==> src/hw/rtl/wlgm_ram.sv <==
// ----------------------------------------------------------------------------
// wlgm_ram
// Generic single-port RAM with registered read data.
// ----------------------------------------------------------------------------
module wlgm_ram #(
   parameter int WIDTH = 8,
   parameter int DEPTH = 16
) (
   input  logic                     clock,
   input  logic                     we,
   input  logic [$clog2(DEPTH)-1:0] addr,
   input  logic [WIDTH-1:0]         wdata,
   output logic [WIDTH-1:0]         rdata
);

   logic [WIDTH-1:0] mem_ff [DEPTH];
   logic [WIDTH-1:0] rdata_ff;

   // Write on enable; the addressed word is read every cycle, old data during a write.
   always_ff @(posedge clock) begin
      if (we) begin
         mem_ff[addr] <= wdata;
      end
      rdata_ff <= mem_ff[addr];
   end

   assign rdata = rdata_ff;

endmodule

==> config.mk <==
export PLATFORM = sky130hd
export DESIGN_NAME = wlgm_ram
export DESIGN_NICKNAME = d
export VERILOG_FILES = /design/src/hw/rtl/wlgm_ram.sv
export SDC_FILE = /design/constraint.sdc
export NUM_CORES = 1
export LEC_CHECK = 0
export BUFFER_PORTS_ARGS = -buffer_cell sky130_fd_sc_hd__buf_2
export CAP_MARGIN = 15
export CELL_PAD_IN_SITES_DETAIL_PLACEMENT = 0
export CELL_PAD_IN_SITES_GLOBAL_PLACEMENT = 1
export CORE_ASPECT_RATIO = 2
export CORE_MARGIN = 3
export CORE_UTILIZATION = 45
export DETAILED_ROUTE_END_ITERATION = 10
export GPL_TIMING_DRIVEN = 0
export PLACE_DENSITY = 0.7
export SLEW_MARGIN = 10
export SYNTH_ARGS = -nofsm -noshare
export SYNTH_HDL_FRONTEND = slang
export SYNTH_SLANG_ARGS = --single-unit
export TNS_END_PERCENT = 30
==> constraint.sdc <==
create_clock -name clock -period 2.3 [get_ports clock]
set_input_delay 0.46 -clock clock [delete_from_list [all_inputs] [get_ports clock]]
set_output_delay 0.46 -clock clock [all_outputs]
set_load 0.03 [all_outputs]
==> Yosys cells after proc, flatten, opt, wreduce, memory -nomap -nowiden <==
Memories as Yosys holds them, arrays and structs flattened. A register that Yosys moved wholly into a read port is not among the register bits.
Cells that the tools add are included.
{ "classes": {"mux": 2} }
{ "op_table": {"columns": ["op", "count"], "rows": [
  ["$mux W1", 2]
]} }
{ "totals": {"wordCells": 3, "mem_bits_rw": 128, "n_memories": 1, "reg_bits": 0, "inputBits": 14} }
{ "memory_table": {"columns": ["memory", "words", "width", "rd", "rd_ports_with_merged_regs", "wr", "line", "rtl"], "rows": [
  ["mem_ff", 16, 8, 1, 1, 1, "16", "logic [WIDTH-1:0] mem_ff [DEPTH];"]
]} }

==> Logic depth before layout (Yosys ltp) <==
{ "logic_depth": {"ltp_word": 2, "depth_mapped": 5, "depth_no_buf": 3} }

==> Least setup slack after synthesis <==
Ideal clock, no wire load.
{ "synth_timing": {"kind": "input port to flip-flop", "from": "input addr[2]", "to": "memory mem_ff[0][0] (enable)", "cell_stages": 2, "setup_slack_ps": 347, "path_buffers": 0, "t_arrival_ps": 1570, "cell_sequence": "or3b_2 > nor3_1"} }
{ "synth_rtl": {"columns": ["element", "line", "rtl"], "rows": [
  ["from (decl)", "11", "input logic [$clog2(DEPTH)-1:0] addr,"],
  ["to (decl)", "16", null]
]} }
Straight into the memory's write port.

==> Worst setup path in the final report <==
{ "layout_timing": {"from": "input addr[1]", "to": "memory mem_ff[3][6] (enable)"} }
Straight into the memory's write port.

==> results.sh <==
export IMPL_status="finished, final reports clean"
export IMPL_hpwl_microns=6700
export IMPL_syn_to_final_growth_pct=16.6
export IMPL_final_cell_mix="edfxtp_1 (128), mux4_2 (32), buf_2 (22)"
export IMPL_netSwitchingPower_mw=1.11
export IMPL_p_int_mw=4.45
export IMPL_drtAntennaViolNets=0
export IMPL_wirelength_microns=9780
export IMPL_via_count=2390
export IMPL_cts_sinks=136
export IMPL_fin_nets=286
export IMPL_max_cap_violations=0
export IMPL_dieWidth_microns=81.0
export IMPL_fin_util=0.540
export IMPL_irDropWorstVdd_mv=0.580
export IMPL_post_cts_buffers=0
export IMPL_fmax_mhz=500
export IMPL_worst_hold_path_num_cells=1
export IMPL_ys_seq_area_frac=0.790
export IMPL_dieArea_sq_mm=0.0126
export IMPL_viasPerCell=5.64
export IMPL_slew_viol_final=0
export IMPL_setup_viol=0
export IMPL_syn_area_per_cell_sq_um=22.0
export IMPL_clkSlewWorstSetupHoldPaths_ns=0.05
export IMPL_cts_tree="done"
export IMPL_drive_gt1_frac=0.303
export IMPL_regArea_sq_mm=0.00400
export IMPL_nFillCells=890
export IMPL_r2r_start="mem_ff[10][3]$_DFFE_PP_"
export IMPL_ctsResizeCount=0
export IMPL_rrSetupSlack_ns=0.92
export IMPL_seq_power_share=0.500
export IMPL_worst_r2r_path_depth=3
export IMPL_cts_root_buf="clkbuf_16"
export IMPL_track_usage=0.172
export IMPL_cp_end_kind="register"
export IMPL_dieHeight_microns=156
export IMPL_drc=0
export IMPL_clk_path_buf_depth=2
export IMPL_switching_share=0.200
export IMPL_arrival_ns=2.03
export IMPL_fin_crit_ns=2.00
export IMPL_portBuffers=19
export IMPL_fin_ws_ns=0.298
export IMPL_clock_latency_ns=0.40
export IMPL_ys_ff_latch=136
export IMPL_p_leak_nw=1.93
export IMPL_grt_pass1_wl_microns=14400
export IMPL_postCtsHoldBufs=0
export IMPL_grt_busiest_layer="met2"
export IMPL_pre_cts_ws_ns=-0.187
export IMPL_comb_power_share=0.053
export IMPL_place_inst=393
export IMPL_gp_congestion=0.894
export IMPL_antenna_cells=0
export IMPL_yosys_warnings=0
export IMPL_worst_slew_pin_slew_ns=0.819
export IMPL_ios=22
export IMPL_power_frac_clock=0.447
export IMPL_holdCritStartpoint="wdata[1]"
export IMPL_critPathMaxFanout=10
export IMPL_ys_types=18
export IMPL_fin_worst_skew_ns=0.00426
export IMPL_htree_levels=4
export IMPL_cp_start_kind="input port"
export IMPL_use_met1=0.184
export IMPL_setup_tns_ns=0
export IMPL_antenna_found_initial=0
export IMPL_final_common_cell="edfxtp_1"
export IMPL_synth_net_count=244
export IMPL_syn_area_sq_mm=0.00507
export IMPL_grt_util_met3=0.0416
export IMPL_use_met2=0.298
export IMPL_first_global_vias=2487
export IMPL_dr_pass1_iters=4
export IMPL_multiInputGateArea_sq_mm=0.00100
export IMPL_crit_required_ns=2.33
export IMPL_avgRoutedWirePerCell_microns=23.1
export IMPL_timing_rr_end="rdata[3]$_DFF_P_"
export IMPL_criticalPathCategory="input port to register"
export IMPL_grt_setup_unrepaired="no"
export IMPL_finalNonFillerCells=424
export IMPL_grt_max_degree=17
export IMPL_power_density_mw_per_mm2=942
export IMPL_slew_headroom=0.452
export IMPL_core_rowCount=54
export IMPL_initial_core_util=0.463
export IMPL_drt_iter0_drc=179
export IMPL_min_to="mem_ff[9][1]$_DFFE_PP_"
export IMPL_holdWs_ns=0.465
export IMPL_hold_viol_final=0
export IMPL_final_period_utilization=0.870
export IMPL_min_path_type="input port to register"
export IMPL_synth_cells=230
export IMPL_gr_total_overflow=0
export IMPL_core_area_sq_mm=0.0109
export IMPL_cts_buffers=17
sequential cells by signal (all words and copies together), names as in the netlist:
register	count
rdata	8
mem_ff	128
synthesized netlist by cell type (all sizes together):
cell / instances / area, sq um
buf: 8 / 47.5
a22oi: 16 / 120
nand2b: 2 / 12.5
nor3: 4 / 20.0
clkbuf: 3 / 12.5
nand3b: 2 / 15.0
and2: 1 / 6.26
dfxtp: 8 / 160
or3b: 1 / 8.76
nor2: 13 / 48.8
mux4: 32 / 721
nand3: 1 / 5.00
nor2b: 2 / 12.5
edfxtp: 128 / 3840
nand2: 9 / 33.8
worst max-delay path by stage:
stage / from / endpoint / depth (start not counted)
after detailed placement: addr[1] / mem_ff[3][7]$_DFFE_PP_ / 4
after floorplan: addr[2] / mem_ff[0][0]$_DFFE_PP_ / 2
after CTS: addr[1] / mem_ff[3][1]$_DFFE_PP_ / 4
after global placement: addr[2] / mem_ff[0][7]$_DFFE_PP_ / 3
final: addr[1] / mem_ff[3][6]$_DFFE_PP_ / 4
after global routing: addr[1] / mem_ff[3][1]$_DFFE_PP_ / 4
worst max-delay path, stage by stage:
cell and delay (ns):
buf_2 0.24, buf_1 0.43, nand2_1 0.23, nor2_1 0.67
final cells by class:
type,instances,area share
plain buffers,11,0.0102
clock buffers,21,0.0745
clock inverters,10,0.0178
multi-input cells,83,0.170
flip-flops and latches,136,0.677
well taps,140,0.0296
repair buffers,23,0.0207
power by group through the flow:
stage               clock network (mW)  logic, mW  registers, mW
floorplan                            0      0.143           2.87
global placement                     0      0.290           2.83
detailed placement                   0      0.299           2.84
CTS                               2.52      0.299           2.79
global route                      2.61      0.313           2.79
finish                            2.49      0.292           2.79
metrics by stage:
step / area [sq um] / power (mW)
after floorplan: 5070 / 3.01
after global placement: 5340 / 3.12
after detailed placement: 5370 / 3.14
after CTS: 5910 / 5.60
after global routing: 5910 / 5.71
final: 5910 / 5.57
cells by family after synthesis:
| family | count (synthesis) | synth area share |
|---|---|---|
| flip-flops | 136 | 0.790 |
| AND/OR/NAND/NOR | 35 | 0.0321 |
| multiplexers | 32 | 0.142 |
| AO/OA/AOI/OAI | 16 | 0.0237 |
| buffers and inverters | 11 | 0.0119 |
routing by layer:
layer  vias to the layer above  routed length, microns
li1                       1046                       -
met2                        84                    5450
met4                         0                     420
met1                      1240                    3420
met5                         -                       0
met3                        20                     491
Note: power is estimated with default switching activity, not from simulation.
