**src/hw/rtl/wlgm_pkg.sv**
```systemverilog
// ----------------------------------------------------------------------------
// wlgm_pkg
// Shared types and constants of the window/level gray mapper.
// ----------------------------------------------------------------------------
package wlgm_pkg;

   localparam int MAG_W  = 40;
   localparam int CTR_W  = 41;
   localparam int ENTRY_W = MAG_W + 1;
   localparam int NUM_W  = 42;
   localparam int QUO_W  = 8;

   // Register indexes of the configuration port.
   localparam logic [1:0] REG_MANUAL = 2'd0;
   localparam logic [1:0] REG_CENTER = 2'd1;
   localparam logic [1:0] REG_WIDTH  = 2'd2;

   // Status codes.
   localparam logic [1:0] ST_OK       = 2'd0;
   localparam logic [1:0] ST_BAD_WIN  = 2'd1;
   localparam logic [1:0] ST_EMPTY    = 2'd2;

   typedef enum logic [2:0] {
      S_IDLE,
      S_SETUP,
      S_DIV,
      S_OUT
   } state_type;

   // Job handed from the controller to the divider.
   typedef struct packed {
      logic              start;
      logic [NUM_W-1:0]  num;
      logic [NUM_W-1:0]  den;
   } div_req_type;

   typedef struct packed {
      logic              done;
      logic [QUO_W-1:0]  quo;
   } div_rsp_type;

endpackage

```
**src/hw/rtl/wlgm_div.sv**
```systemverilog
// ----------------------------------------------------------------------------
// wlgm_div
// Restoring divider that yields floor(255*num/den) for num < den, one bit a cycle.
// ----------------------------------------------------------------------------
module wlgm_div (
   input  logic                      clock,
   input  logic                      reset,
   input  wlgm_pkg::div_req_type     req,
   output wlgm_pkg::div_rsp_type     rsp
);
   import wlgm_pkg::*;

   localparam int REM_W = NUM_W + 9;

   logic [REM_W-1:0] rem_ff, rem_in;
   logic [REM_W-1:0] den_ff, den_in;
   logic [QUO_W-1:0] quo_ff, quo_in;
   logic [3:0]       cnt_ff, cnt_in;
   logic             busy_ff, busy_in;
   logic             done_ff, done_in;
   logic [REM_W-1:0] trial;

   // One quotient bit per cycle, most significant first.
   always_comb begin
      rem_in  = rem_ff;
      den_in  = den_ff;
      quo_in  = quo_ff;
      cnt_in  = cnt_ff;
      busy_in = busy_ff;
      done_in = 1'b0;
      trial   = rem_ff - (den_ff << cnt_ff[2:0]);
      if (req.start) begin
         rem_in  = ({9'd0, req.num} << 8) - {9'd0, req.num};
         den_in  = {9'd0, req.den};
         quo_in  = '0;
         cnt_in  = 4'd7;
         busy_in = 1'b1;
      end else if (busy_ff) begin
         if (!trial[REM_W-1] && (rem_ff >= (den_ff << cnt_ff[2:0]))) begin
            rem_in = trial;
            quo_in[cnt_ff[2:0]] = 1'b1;
         end
         if (cnt_ff == 4'd0) begin
            busy_in = 1'b0;
            done_in = 1'b1;
         end else begin
            cnt_in = cnt_ff - 4'd1;
         end
      end
   end

   always_ff @(posedge clock) begin
      if (reset) begin
         busy_ff <= 1'b0;
         done_ff <= 1'b0;
      end else begin
         busy_ff <= busy_in;
         done_ff <= done_in;
      end
      rem_ff <= rem_in;
      den_ff <= den_in;
      quo_ff <= quo_in;
      cnt_ff <= cnt_in;
   end

   assign rsp.done = done_ff;
   assign rsp.quo  = quo_ff;

endmodule

```
**config.mk**
```make
export PLATFORM = sky130hd
export DESIGN_NAME = wlgm_div
export DESIGN_NICKNAME = d
export VERILOG_FILES = /design/src/hw/rtl/wlgm_pkg.sv /design/src/hw/rtl/wlgm_div.sv
export SDC_FILE = /design/constraint.sdc
export NUM_CORES = 1
export LEC_CHECK = 0
export ABC_AREA = 1
export BUFFER_PORTS_ARGS = -buffer_cell sky130_fd_sc_hd__buf_2
export CAP_MARGIN = 10
export CORE_ASPECT_RATIO = 1.4
export CORE_UTILIZATION = 35
export DETAILED_ROUTE_END_ITERATION = 7
export GPL_ROUTABILITY_DRIVEN = 1
export MAX_ROUTING_LAYER = met4
export PLACE_DENSITY_LB_ADDON = 0.3
export SYNTH_ARGS = -nofsm -noshare
export SYNTH_HDL_FRONTEND = slang
export SYNTH_SLANG_ARGS = --single-unit
export TNS_END_PERCENT = 5
```
**constraint.sdc**
```tcl
create_clock -name clock -period 5.1 [get_ports clock]
set_input_delay 1.02 -clock clock [delete_from_list [all_inputs] [get_ports clock]]
set_output_delay 1.02 -clock clock [all_outputs]
set_load 0.05 [all_outputs]
```
; ---- After elaboration in Yosys (flattened, before gate mapping)
; Index checks and enable logic that the tools add are counted.
; Widths: inputs -> output; s select.
[op_classes]
add_sub_neg = 3
order_cmp = 3
n_shift = 1
n_mux = 9
bitwise_logic = 3
reduce_logical = 10
[ops]
columns = op, n
row1 = $mux 51, 3
row2 = $ge 51x51->1, 1
row3 = $shl 42x3->51, 1
row4 = $sub 50x42->51, 1
row5 = $sub 51x51->51, 1
row6 = $or 8x8->8, 1
row7 = $reduce_and 2->1, 3
row8 = $mux 1, 5
row9 = $logic_not 4->1, 1
row10 = $lt 3x4->1 const B, 1
row11 = $reduce_bool 2->1, 2
row12 = $sub 4x1->4 const B, 1
row13 = $demux 1 s3, 1
row14 = $ge 3x1->1 const B, 1
row15 = $reduce_or 3->1, 1
row16 = $logic_and 1x1->1, 2
row17 = $not 1->1, 2
row18 = $logic_not 1->1, 1
[word_totals]
reg_bits = 107
input_bits = 87
output_inout_bits = 9
word_cells = 35

; ---- Logic depth before layout (Yosys ltp)
; Gate-level depths: netlist (run 1).
[depth]
word_depth = 7
depth_mapped = 25
mapped_depth_nobuf = 23

; ---- Least setup slack after synthesis (run 1)
; No wires, ideal clock.
[synth_timing]
kind = reg2reg
from = reg cnt_ff[0]
to = reg rem_ff[0], enable pin
setup_time_ns = 0.410
arrival_time_ns = 3.720
required_ns = 4.690
slack_ns = 0.970
path_stages_with_launch = 17
path_buffers = 2
synth_period_minus_slack_ns = 4.130
path_cell_list = dfxtp_1 clkbuf_1 clkbuf_1 mux2i_1 nand2_1 o21ai_0 inv_1 o21ai_0 ha_1 a21o_1 a21oi_1 nand2_1 a21oi_1 nand4_1 nand2_4 nand3_1 nand2_1
[synth_via]
elab_chain_cells = 6
word_cells_on_any_way = 7
classes_between = add/sub: 1 / order compare: 1 / shift: 1 / reduce/logical: 4
[synth_lines]
columns = element, line
row1 = from (decl), wlgm_div.sv:18  ; logic [3:0] cnt_ff, cnt_in;
row2 = from (signal assigned), wlgm_div.sv:63  ; cnt_ff <= cnt_in;
row3 = $shl 42x3->51 *, "wlgm_div.sv:31, wlgm_div.sv:39"
row4 = $sub 51x51->51, wlgm_div.sv:31  ; trial = rem_ff - (den_ff << cnt_ff[2:0]);
row5 = $logic_not 1->1, wlgm_div.sv:39  ; if (!trial[REM_W-1] && (rem_ff >= (den_ff << cnt_ff[2:0]))) begin
row6 = $logic_and 1x1->1 *, wlgm_div.sv:39
row7 = $reduce_bool 2->1 (no line) *, n/a
row8 = $reduce_and 2->1 (no line) *, n/a
row9 = to (signal assigned), wlgm_div.sv:60  ; rem_ff <= rem_in;
row10 = to (decl), wlgm_div.sv:15  ; logic [REM_W-1:0] rem_ff, rem_in;
; Every way passes the cells marked *; elsewhere a longest branch is shown, timed or not.
; A chain may end at the register's enable or synchronous reset.

; ---- Worst setup path in the final report (run 1)
[layout_timing]
from = reg cnt_ff[0]
to = reg rem_ff[18], enable pin
; Same word-level chain as after synthesis.

==> results of run 1 <==
==> state kept, by name, summed over array words and instances (netlist names) <==
| register | flops |
|---|---|
| busy_ff | 1 |
| cnt_ff | 4 |
| den_ff | 42 |
| done_ff | 1 |
| quo_ff | 8 |
| rem_ff | 51 |
==> cell usage after synthesis, drive strengths merged <==
master | instances | area [µm²]
a211oi | 1 | 7.51
a21boi | 2 | 15.0
a21o | 20 | 150
a21oi | 162 | 826
a31o | 1 | 8.76
a31oi | 18 | 113
a32oi | 1 | 8.76
and2 | 3 | 18.8
and3 | 5 | 31.3
buf | 12 | 53.8
clkbuf | 30 | 113
clkinv | 2 | 7.51
dfxtp | 14 | 280
edfxtp | 93 | 2790
fa | 1 | 20.0
ha | 85 | 1060
inv | 278 | 1040
mux2i | 4 | 40.0
nand2 | 598 | 2280
nand3 | 97 | 510
nand3b | 4 | 30.0
nand4 | 25 | 156
nor2 | 234 | 916
nor3 | 31 | 180
nor4 | 5 | 31.3
o211ai | 1 | 7.51
o21a | 3 | 22.5
o21ai | 202 | 1030
o21bai | 24 | 188
o22ai | 5 | 31.3
or2 | 5 | 31.3
xor2 | 9 | 78.8
==> metal layers <==
layer | wire [µm] | GRT usage, %
met1 | 18300 | 29.7
met2 | 22400 | 46.8
met3 | 1720 | 2.53
met4 | 2260 | 13.9
met5 | 0 | -
==> worst min-delay path, stage by stage, from the launching register on <==
cell and delay (ns):
dfxtp_1 0.31, inv_1 0.04, a21oi_1 0.05
==> power breakdown <==
group,switching (mW),internal [mW]
clock,0.371,0.387
combinational,1.96,0.869
sequential,0.0820,1.16
total,2.42,2.42
==> cell type report <==
cell class / count / area, µm²
fillers: 3844 / 20700
clock inverters: 6 / 70.1
multi-input cells: 1546 / 7790
repair buffers: 104 / 571
flip-flops and latches: 107 / 3070
well taps: 451 / 564
clock buffers: 10 / 229
inverters: 280 / 1050
==> path summary, 6_finish.rpt <==
kind                            slack, ns    endpoint  cells past startpoint
worst max register to register       0.60  rem_ff[18]                     19
worst max-delay path                 0.60  rem_ff[18]                     19
worst min register to register       0.45   quo_ff[3]                      2
worst min-delay path                 0.45   quo_ff[3]                      2
==> stage by stage <==
step	instance area, µm²	total power [mW]	instances	setup slack, ns
2_1_floorplan	12100	3.17	1975	0.970
3_3_place_gp	13100	4.04	2488	0.627
3_5_place_dp	13100	4.04	2488	0.588
4_1_cts	13400	4.81	2504	0.583
5_1_grt	13400	5.22	2504	0.175
6_report	13400	4.83	2504	0.597
==> cell families (layout without fill, tap and decap cells) <==
family | Yosys count | count (layout) | synth area share, %
xor+xnor | 9 | 9 | 0.652
simple gates | 1007 | 1007 | 34.6
mux | 4 | 4 | 0.331
compound gates | 440 | 440 | 19.9
buf+inv | 322 | 400 | 10.1
fa+ha+maj | 86 | 86 | 8.97
flops | 107 | 107 | 25.4
==> results.txt, run 1 <==
Outcome: complete, no violations
H-Tree Depth: 3
Syn Inst Count: 1,975
Core Util, Final: 39.2%
WS Path Type: register to register
Post-route ant nets: 0
Final setup viols: 0
Hold_sp: quo_ff[3]
Crit-path slowest cell: ha_1
Standard-cell rows: 80
CP startpoint kind: register
WHS: 0.446 ns
DR WL/cell: 17.9 µm
RSZ-0062 raised after global routing: no
Yosys Warn Count: 0
Drt initial violations: 851
Crit share post-route: 88.3%
TritonCTS Buffers: 9
Critical path cell sequence: inv_1 > buf_4 > nand2_1 > nand3_1 > o21ai_0 > nand2_1 > o21ai_0 > ha_1 > nand2_1 > inv_2 > nand2_1 > nor2_1 > nand2_1 > nor3_1 > nand4_1 > nand3_2 > nand3_1 > nand2_2 > buf_12
Clock tree sinks: 107
Pwr dens: 362 mW/mm²
Vias in the first global route: 13.2k
Antenna diode instance count: 0
Fraction of layout instances using a drive strength above 1: 9.06%
Rel. slew slack: 53.5%
CP max FO: 37
Clock transition at path regs: 0.08 ns
GRT Total Usage: 26.6%
Die width: 159 µm
Critical Path RT: 5.17 ns
CTS Hold Bufs: 0
Clock root buffer: clkbuf_16
Die Area: 0.0353 mm²
Drt drc: 0
DR vias/cell: 5.22
Setup Fix Bufs, Post-CTS: 0
Pins over their slew limit: 0
Post-synthesis sequential area ratio: 25.4%
Highest-count cells in the layout ignoring fill and taps: 586 x nand2_1, 264 x inv_1, 219 x nor2_1, 182 x o21ai_0, 158 x a21oi_1
Hold WC Path Type: register to register
VDD IR max: 228 µV
Layout Nets: 2,221
Critical path data arrival time: 4.58 ns
CTS tree: done
Syn nets: 2,148
Clk_skew: 0.0121 ns
Largest net degree at the start of global routing: 86
Most numerous cell on the critical path: nand2_1
Worst stage delay on the critical path: 0.43 ns
Global-route wire length before repair: 69,900 µm
Fin Setup TNS: 0 ns
Vias: 13.1k
Final Routed Wirelength: 44,800 µm
Die Y: 222 µm
Commonest non-fill, non-tap cell in the layout: nand2_1
TritonRoute pass-1 iters: 5
Maximum clock insertion buffer count: 2
Final hold violation count: 0
Critical path buffers and inverters: 4
Total of max-cap violations: 0
Hpwl dp: 37,000 µm
Crit path from: cnt_ff[0]
Post-cts sizing count: 0
Starting Density: 35.5%
GRT overflow: 0
Tmin final: 4.50 ns
LEAKAGE: 6.25 nW
Core Box Area: 0.0340 mm²
Mapped Area: 0.0121 mm²
I/O Buffers: 95
Worst Setup End Kind: register
Area grow syn2layout: 10.5%
Initial antenna violation count: 0
Measured slew at the worst slew-check pin: 0.697 ns
RR Startpoint: cnt_ff[0]
FF+latch count, synth: 107
Top Ports: 96
Synth cell types: 45
Achievable clock frequency: 0.222 GHz
Placer congestion estimate: 1.01
Worst-Skew Late Latency: 0.39 ns
Avg Inst Size Synth: 6.12 µm²
Worst path top cell family by delay: simple AND/OR/NAND/NOR gates
Power figures use the tool's default switching activity.
==> inputs of run 2 (changes only) <==
Settings changed: BUFFER_PORTS_ARGS -buffer_cell sky130_fd_sc_hd__buf_2 to -buffer_cell sky130_fd_sc_hd__buf_4.
==> results.txt, run 2 (synthesized netlist as in run 1, its figures left out) <==
Rel. slew slack: 35.6%
WS Path Type: register to register
Layout Nets: 2,223
VDD IR max: 196 µV
Hpwl dp: 36,100 µm
Top Registers: rem_ff: 51 flops, den_ff: 42 flops, quo_ff: 8 flops
Drt initial violations: 876
Die Area: 0.0353 mm²
Top Ports: 96
Measured slew at the worst slew-check pin: 0.964 ns
Maximum clock insertion buffer count: 2
GRT Total Usage: 25.3%
CTS Hold Bufs: 0
DR vias/cell: 5.27
Core Box Area: 0.0340 mm²
CP startpoint kind: register
Crit path from: cnt_ff[0]
Placer congestion estimate: 0.982
Final setup viols: 0
Largest net degree at the start of global routing: 68
Final hold violation count: 0
Drt drc: 0
LEAKAGE: 6.32 nW
Fraction of layout instances using a drive strength above 1: 9.15%
Tmin final: 4.65 ns
Global-route wire length before repair: 66,500 µm
Critical path cell sequence: inv_1 > buf_4 > nand2_1 > nand2_1 > o21ai_0 > nor2_1 > a31oi_1 > ha_1 > nand2_1 > inv_2 > nand2_1 > nor2_1 > nand2_1 > nor3_1 > nand4_1 > nand3_2 > nand3_1 > nand2_2 > buf_4
Pwr dens: 351 mW/mm²
Post-cts sizing count: 0
Setup Fix Bufs, Post-CTS: 0
Critical Path RT: 5.14 ns
Vias in the first global route: 12.7k
Worst Setup End Kind: register
Standard-cell rows: 80
Crit-path slowest cell: dfxtp_2
Post-route ant nets: 0
Hold_sp: quo_ff[3]
Highest-count cells in the layout ignoring fill and taps: 586 x nand2_1, 264 x inv_1, 219 x nor2_1, 182 x o21ai_0, 158 x a21oi_1
Commonest non-fill, non-tap cell in the layout: nand2_1
Pins over their slew limit: 0
Clock transition at path regs: 0.07 ns
Most numerous cell on the critical path: nand2_1
Antenna diode instance count: 0
CP max FO: 37
Worst stage delay on the critical path: 0.66 ns
TritonCTS Buffers: 9
Final Routed Wirelength: 43,700 µm
Worst-Skew Late Latency: 0.39 ns
Area grow syn2layout: 12.2%
H-Tree Depth: 3
Clock root buffer: clkbuf_16
Pre-CTS setup slack: 0.463 ns
Outcome: complete, no violations
Crit share post-route: 91.2%
Starting Density: 35.5%
Initial antenna violation count: 0
TritonRoute pass-1 iters: 6
Hold WC Path Type: register to register
Die width: 159 µm
Vias: 13.2k
RSZ-0062 raised after global routing: no
Fin Setup TNS: 0 ns
Critical path data arrival time: 4.69 ns
Worst setup slack after layout: 0.447 ns
Clock tree sinks: 107
Achievable clock frequency: 0.215 GHz
CTS tree: done
Total of max-cap violations: 0
Clk_skew: 0.0189 ns
Register name with the most flops: rem_ff
Max FFs per register: 51
RR Startpoint: cnt_ff[0]
GRT overflow: 0
I/O Buffers: 95
DR WL/cell: 17.5 µm
Die Y: 222 µm
==> run 2: cell count changes in the layout (fill, tap and decap cells not counted), sizes merged <==
cell | before | now
bufinv | 1 | 0
buf | 104 | 106
clkinv | 4 | 6
clkbuf | 10 | 11
inv | 281 | 279
==> run 2: power by group <==
| group | total (mW) | internal [mW] | leakage (nW) | switching, mW |
|---|---|---|---|---|
| sequential | 1.24 | 1.16 | 1.03 | 0.0838 |
| combinational | 2.81 | 0.888 | 5.14 | 1.93 |
| clock | 0.702 | 0.347 | 0.140 | 0.354 |
==> run 2: final timing paths <==
check	end	slack, ns	cells after the start
max reg2reg	rem_ff[9]	0.45	19
min	quo_ff[3]	0.45	2
min reg2reg	quo_ff[3]	0.45	2
max	rem_ff[9]	0.45	19
==> run 2: cell type report <==
class,instances,area [µm²]
Clock inverter,5,37.5
Timing Repair Buffer,106,796
Fill cell,3751,20500
Tap cell,451,564
Multi-Input combinational cell,1546,7790
Inverter,280,1050
Sequential cell,107,3070
Clock buffer,11,243
==> run 2: layer usage <==
metal | wire, µm | share of wire, % | GRT usage [%] | up-vias
met1 | 17800 | 41 | 28.1 | 5995
met5 | 0 | 0 | - | -
met2 | 21600 | 49 | 44.3 | 435
met3 | 1760 | 4.0 | 1.76 | 119
met4 | 2570 | 5.9 | 15.3 | 0
li1 | - | - | - | 6665
==> run 2: per-stage QoR <==
stage / hold WS (ns) / utilization, % / cell area [µm²] / instances / total power [mW]
finish: 0.452 / 39.8 / 13600 / 2506 / 4.76
global route: 0.470 / 39.8 / 13600 / 2506 / 5.11
CTS: 0.454 / 39.8 / 13600 / 2506 / 4.74
detailed placement: 0.443 / 39.0 / 13300 / 2490 / 4.02
global placement: 0.440 / 39.0 / 13300 / 2490 / 4.01
floorplan: 0.444 / - / 12100 / 1975 / 3.17
==> run 2: critical path: cells and delay by family (launching register included) <==
kind	cells	cell delay [ns]
flip-flops	1	0.66
AO/OA/AOI/OAI	2	0.53
buffers and inverters	4	1.00
adder cells (fa/ha/maj)	1	0.27
AND/OR/NAND/NOR	12	1.78
